## src/design/tcb_pkg.sv

```systemverilog
// shared constants, codes and control types for the text console buffer
package tcb_pkg;

	localparam int MAX_COLUMNS = 128;
	localparam int MAX_ROWS    = 64;
	localparam int MEM_DEPTH   = MAX_COLUMNS * MAX_ROWS;
	localparam int ADDR_W      = $clog2(MEM_DEPTH);

	localparam int ROW_W      = 6;
	localparam int COL_W      = 7;
	localparam int CHAR_W     = 8;
	localparam int CFG_COLS_W = 8;
	localparam int CFG_ROWS_W = 7;
	localparam int CFG_DATA_W = 8;
	localparam int CFG_IDX_W  = 1;

	localparam logic [CFG_COLS_W-1:0] COLS_RESET = 8'd80;
	localparam logic [CFG_ROWS_W-1:0] ROWS_RESET = 7'd25;

	localparam logic [CHAR_W-1:0] CH_NEWLINE   = 8'd10;
	localparam logic [CHAR_W-1:0] CH_BACKSPACE = 8'd8;
	localparam logic [CHAR_W-1:0] CH_SPACE     = 8'd32;

	typedef enum logic [CFG_IDX_W-1:0] {
		CFG_COLUMNS = 1'b0,
		CFG_ROWS    = 1'b1
	} cfg_idx_t;

	typedef enum logic {
		OP_PUT  = 1'b0,
		OP_READ = 1'b1
	} op_t;

	typedef enum logic [2:0] {
		ST_CLEAR,
		ST_IDLE,
		ST_EXEC,
		ST_READ,
		ST_SCROLL,
		ST_DONE
	} state_t;

	typedef struct packed {
		logic in_ready;
		logic take;
		logic clr_step;
		logic exec;
		logic scroll_step;
		logic read_capture;
		logic out_load;
		logic out_direct;
	} cmd_t;

	typedef struct packed {
		logic clr_last;
		logic scroll_last;
		logic is_read;
		logic will_scroll;
		logic out_free;
	} status_t;

endpackage

```

## src/design/tcb_ctrl.sv

```systemverilog
// sequencing state machine for the text console buffer
module tcb_ctrl (
	input  logic              clk,
	input  logic              arst_n,
	input  logic              in_valid,
	input  tcb_pkg::status_t  status,
	output tcb_pkg::cmd_t     cmd
);

	tcb_pkg::state_t state_q;
	tcb_pkg::state_t state_next;

	always_ff @(posedge clk or negedge arst_n) begin
		if (!arst_n) begin
			state_q <= tcb_pkg::ST_CLEAR;
		end else begin
			state_q <= state_next;
		end
	end

	always_comb begin
		state_next = state_q;
		case (state_q)
			tcb_pkg::ST_CLEAR: begin
				if (status.clr_last) state_next = tcb_pkg::ST_IDLE;
			end
			tcb_pkg::ST_IDLE: begin
				if (in_valid) state_next = tcb_pkg::ST_EXEC;
			end
			tcb_pkg::ST_EXEC: begin
				if (status.is_read) state_next = tcb_pkg::ST_READ;
				else if (status.will_scroll) state_next = tcb_pkg::ST_SCROLL;
				else if (status.out_free) state_next = tcb_pkg::ST_IDLE;
				else state_next = tcb_pkg::ST_DONE;
			end
			tcb_pkg::ST_READ: begin
				state_next = tcb_pkg::ST_DONE;
			end
			tcb_pkg::ST_SCROLL: begin
				if (status.scroll_last) state_next = tcb_pkg::ST_DONE;
			end
			tcb_pkg::ST_DONE: begin
				if (status.out_free) state_next = tcb_pkg::ST_IDLE;
			end
			default: begin
				state_next = tcb_pkg::ST_CLEAR;
			end
		endcase
	end

	always_comb begin
		cmd = '0;
		case (state_q)
			tcb_pkg::ST_CLEAR: begin
				cmd.clr_step = 1'b1;
			end
			tcb_pkg::ST_IDLE: begin
				cmd.in_ready = 1'b1;
				cmd.take     = in_valid;
			end
			tcb_pkg::ST_EXEC: begin
				cmd.exec = 1'b1;
				// plain put goes straight to the output slot when it is free
				if (!status.is_read && !status.will_scroll && status.out_free) begin
					cmd.out_load   = 1'b1;
					cmd.out_direct = 1'b1;
				end
			end
			tcb_pkg::ST_READ: begin
				cmd.read_capture = 1'b1;
			end
			tcb_pkg::ST_SCROLL: begin
				cmd.scroll_step = 1'b1;
			end
			tcb_pkg::ST_DONE: begin
				cmd.out_load = status.out_free;
			end
			default: begin
				cmd = '0;
			end
		endcase
	end

endmodule

```

## config.mk

```make
export PLATFORM = sky130hd
export DESIGN_NAME = tcb_ctrl
export DESIGN_NICKNAME = d
export VERILOG_FILES = /design/src/design/tcb_pkg.sv /design/src/design/tcb_ctrl.sv
export SDC_FILE = /design/constraint.sdc
export NUM_CORES = 1
export LEC_CHECK = 0
export ABC_AREA = 1
export BUFFER_PORTS_ARGS = -buffer_cell sky130_fd_sc_hd__buf_2
export CAP_MARGIN = 40
export CORE_AREA = 2 2 39 41
export CTS_BUF_LIST = sky130_fd_sc_hd__clkbuf_8
export CTS_CLUSTER_DIAMETER = 60
export DETAILED_ROUTE_END_ITERATION = 8
export DIE_AREA = 0 0 41 43
export SKIP_CTS_REPAIR_TIMING = 1
export SLEW_MARGIN = 10
export SYNTH_ARGS = -nofsm -noshare
export SYNTH_HDL_FRONTEND = slang
export SYNTH_SLANG_ARGS = --single-unit
```

## constraint.sdc

```tcl
create_clock -name clk -period 1.4 [get_ports clk]
set_input_delay 0.14 -clock clk [delete_from_list [all_inputs] [get_ports clk]]
set_output_delay 0.14 -clock clk [all_outputs]
set_load 0.02 [all_outputs]
```

# Word level (Yosys, flattened, before mapping)
# Index checks and enable logic that the tools add are counted.
# W data, S select, Z words.
[totals] in_bits=8 elab_cells=32 reg_bits=3
[op_classes] mux=16 n_reduce_logical=6 eq_ne=9
[ops] cell="$mux W3" n=7
[ops] cell="$pmux W3 S6" n=1
[ops] cell="$ne A2 B2 Y1 const B" n=4
[ops] cell="$eq A3 B2 Y1 const B" n=2
[ops] cell="$eq A3 B3 Y1 const B" n=2
[ops] cell="$mux W1" n=5
[ops] cell="$mux W2" n=2
[ops] cell="$reduce_and A4 Y1" n=1
[ops] cell="$eq A3 B1 Y1 const B" n=1
[ops] cell="$logic_not A3 Y1" n=1
[ops] cell="$logic_and A1 B1 Y1" n=2
[ops] cell="$logic_not A1 Y1" n=2
[ops] cell="$pmux W1 S2" n=1

# Depth between registers and ports, before layout
[depth] ltp_word=5 ltp_mapped=7 depth_no_buf=7

# Least setup slack after synthesis
# Ideal clock, no wire load.
[synth_path] path_kind="register to output" start="register state_q[2]" end="output port cmd[1] in the netlist's numbering" required_ns=1.260 arrival_ns=1.403 path_slack_ns=-0.143 stages_incl_launch_ff=5 n_path_buf=1 path_cell_list="dfrtp_1 > buf_2 > nor3_2 > nand2_1 > o32ai_1"
[synth_rtl] item="from (decl)" line_no="tcb_ctrl.sv:10" source="tcb_pkg::state_t state_q;"
[synth_rtl] item="from (signal assigned)" line_no="tcb_ctrl.sv:15" source="state_q <= tcb_pkg::ST_CLEAR;"
[synth_rtl] item="from (signal assigned)" line_no="tcb_ctrl.sv:17" source="state_q <= state_next;"
[synth_rtl] item="to (decl)" line_no="tcb_ctrl.sv:7" source="output tcb_pkg::cmd_t cmd"

==> results.sh <==
export IMPL_status="complete, no violations"
export IMPL_relSlewSlack=0.842
export IMPL_dp_hpwl_um=649
export IMPL_io_pins=16
export IMPL_fill_cells=161
export IMPL_fin_worst_skew_ns=0.000818
export IMPL_dpl_cell_area_sq_um=430
export IMPL_grt_overflow=0
export IMPL_firstDrtPassIters=4
export IMPL_synth_warnings=0
export IMPL_sequentialPowerShare=0.183
export IMPL_grt_max_degree=9
export IMPL_syn_avg_cell_area_sq_um=5.86
export IMPL_clk_pin_slew_ns=0.03
export IMPL_core_area_sq_um=1380
export IMPL_reg_largest_list="state_q (3)"
export IMPL_hp_class="in2reg"
export IMPL_combPwrFrac=0.606
export IMPL_drtIter0Drc=10
export IMPL_layout_common_cells="buf_2, nand2_1, inv_1"
export IMPL_antenna_found_initial=0
export IMPL_swShare=0.501
export IMPL_crit_type="reg2out"
export IMPL_fp_dieH_um=43
export IMPL_fmax_mhz=725
export IMPL_fin_ws_ns=0.0198
export IMPL_critPathRequiredTime_ns=1.26
export IMPL_final_area_sq_um=507
export IMPL_fin_crit_ns=1.38
export IMPL_start_util=0.229
export IMPL_wire_per_inst_um=8.73
export IMPL_drc=0
export IMPL_syn_inst=54
export IMPL_start_kind="flop"
export IMPL_worst_pin_slew_ns=0.237
export IMPL_reg2reg_depth=6
export IMPL_grt_setup_unrepaired="true"
export IMPL_synth_seq_cells=3
export IMPL_syn_to_final_growth_pct=60.1
export IMPL_die_area_sq_um=1760
export IMPL_power_switching_uw=562
export IMPL_reg2reg_from="state_q[2]"
export IMPL_stdcell_count=90
export IMPL_clkLatencyLatePin_ns=0.21
export IMPL_cts_tree="done"
export IMPL_via_per_inst=4.29
export IMPL_ant_nets=0
export IMPL_hold_viol=0
export IMPL_drive_above_1_share=0.473
export IMPL_min_period_over_period=0.986
export IMPL_cp_arrival_ns=1.24
export IMPL_cts_buffer_depth=2
export IMPL_grt_pass1_vias=306
export IMPL_dieWidth_um=41
export IMPL_setup_viol=0
export IMPL_ys_seq_area_frac=0.237
export IMPL_netlist_area_sq_um=317
export IMPL_grt_first_pass_wirelength_um=1250
export IMPL_place_ws_ns=0.189
export IMPL_critPathMaxStageDelay_ns=0.45
export IMPL_clock_sink_count=3
export IMPL_final_util=0.366
export IMPL_p_leak_uw=0.000285
export IMPL_root_buffer="clkbuf_8"
export IMPL_syn_nets=62
export IMPL_clockPowerShare=0.212
export IMPL_cp_startpoint="state_q[0]"
export IMPL_htree_levels=1
export IMPL_drt_wl_total_um=786
export IMPL_diodes=0
export IMPL_crit_path_cell_trace="nor3_4, nand2_2, o32ai_2, buf_4"
export IMPL_port_buffers=15
export IMPL_largest_register_ffs=3
export IMPL_gp_congestion=0.783
export IMPL_powerDensity_nw_per_um2=2210
export IMPL_layout_commonest_cell="buf_2"
export IMPL_critPathCaptureType="primary output"
export IMPL_hold_start="status[2]"
export IMPL_p_int_uw=560
export IMPL_numCtsBuffers=3
export IMPL_critPathSlowestCell="dfrtp_2"
export IMPL_crit_fanout=6
export IMPL_vdd_drop_max_mv=0.638
export IMPL_grt_usage=0.101
export IMPL_rows=14
export IMPL_yosysUniqueCellTypes=17
export IMPL_whs_path_depth=3
export IMPL_drv_cap=0
export IMPL_dr_total_vias=386
export IMPL_whs_ns=0.238
export IMPL_regMostFlops="state_q"
export IMPL_num_nets_final=83
export IMPL_drv_slew=0
export IMPL_dp_cells=85
## cell type report
type	instances	area (sq um)	share of cell area
flip-flops and latches	3	77.6	0.153
inverters	11	41.3	0.0815
well taps	16	20.0	0.0395
clock buffers	3	41.3	0.0815
multi-input cells	39	221	0.437
clock inverters	1	3.75	0.00741
repair buffers	17	101	0.200
## path summary, 6_finish.rpt
path	slack (ns)	endpoint
worst max-delay path	0.02	cmd[1]
worst min-delay path	0.24	state_q[1]
max in group asynchronous	1.03	state_q[0]
worst max register to register	0.25	state_q[2]
worst min register to register	0.73	state_q[1]
min in group asynchronous	0.26	state_q[2]
## through the flow
stage                     setup TNS, ns  power, uW
after floorplan                       0        688
after global placement                0        854
after detailed placement              0        861
after CTS                       -0.0400       1100
after global routing             -0.189       1240
final                                 0       1120
## kinds of logic after synthesis
family,count (synthesis),share of synthesized area
AO/OA/AOI/OAI,6,0.115
AND/OR/NAND/NOR,33,0.502
flip-flops,3,0.237
buffers and inverters,12,0.146
## critical path: cells and delay by family (launching register included)
kind | cells | cell delay (ns)
flops | 1 | 0.45
simple gates | 2 | 0.31
compound gates | 1 | 0.09
buf+inv | 1 | 0.18
## layer usage
layer,track usage,part of all wire
met5,0,0
met4,0.0200,0
met3,0.0314,0.071
met2,0.131,0.45
met1,0.160,0.47
## Yosys cell counts (all sizes together)
library cell | count | share of area
a21oi | 1 | 0.016
buf | 1 | 0.016
dfrtp | 3 | 0.24
inv | 11 | 0.13
nand2 | 15 | 0.19
nand3 | 5 | 0.079
nand4 | 1 | 0.020
nor2 | 9 | 0.13
nor3 | 3 | 0.079
o21ai | 3 | 0.047
o21bai | 1 | 0.024
o32ai | 1 | 0.028
## power by group through the flow
stage	Clock [uW]	Combinational [uW]	Sequential, uW
after floorplan	0	513	175
after global placement	0	657	197
after detailed placement	0	664	197
after CTS	240	667	196
after global routing	251	772	214
final	237	680	205
Power figures use the tool's default switching activity.
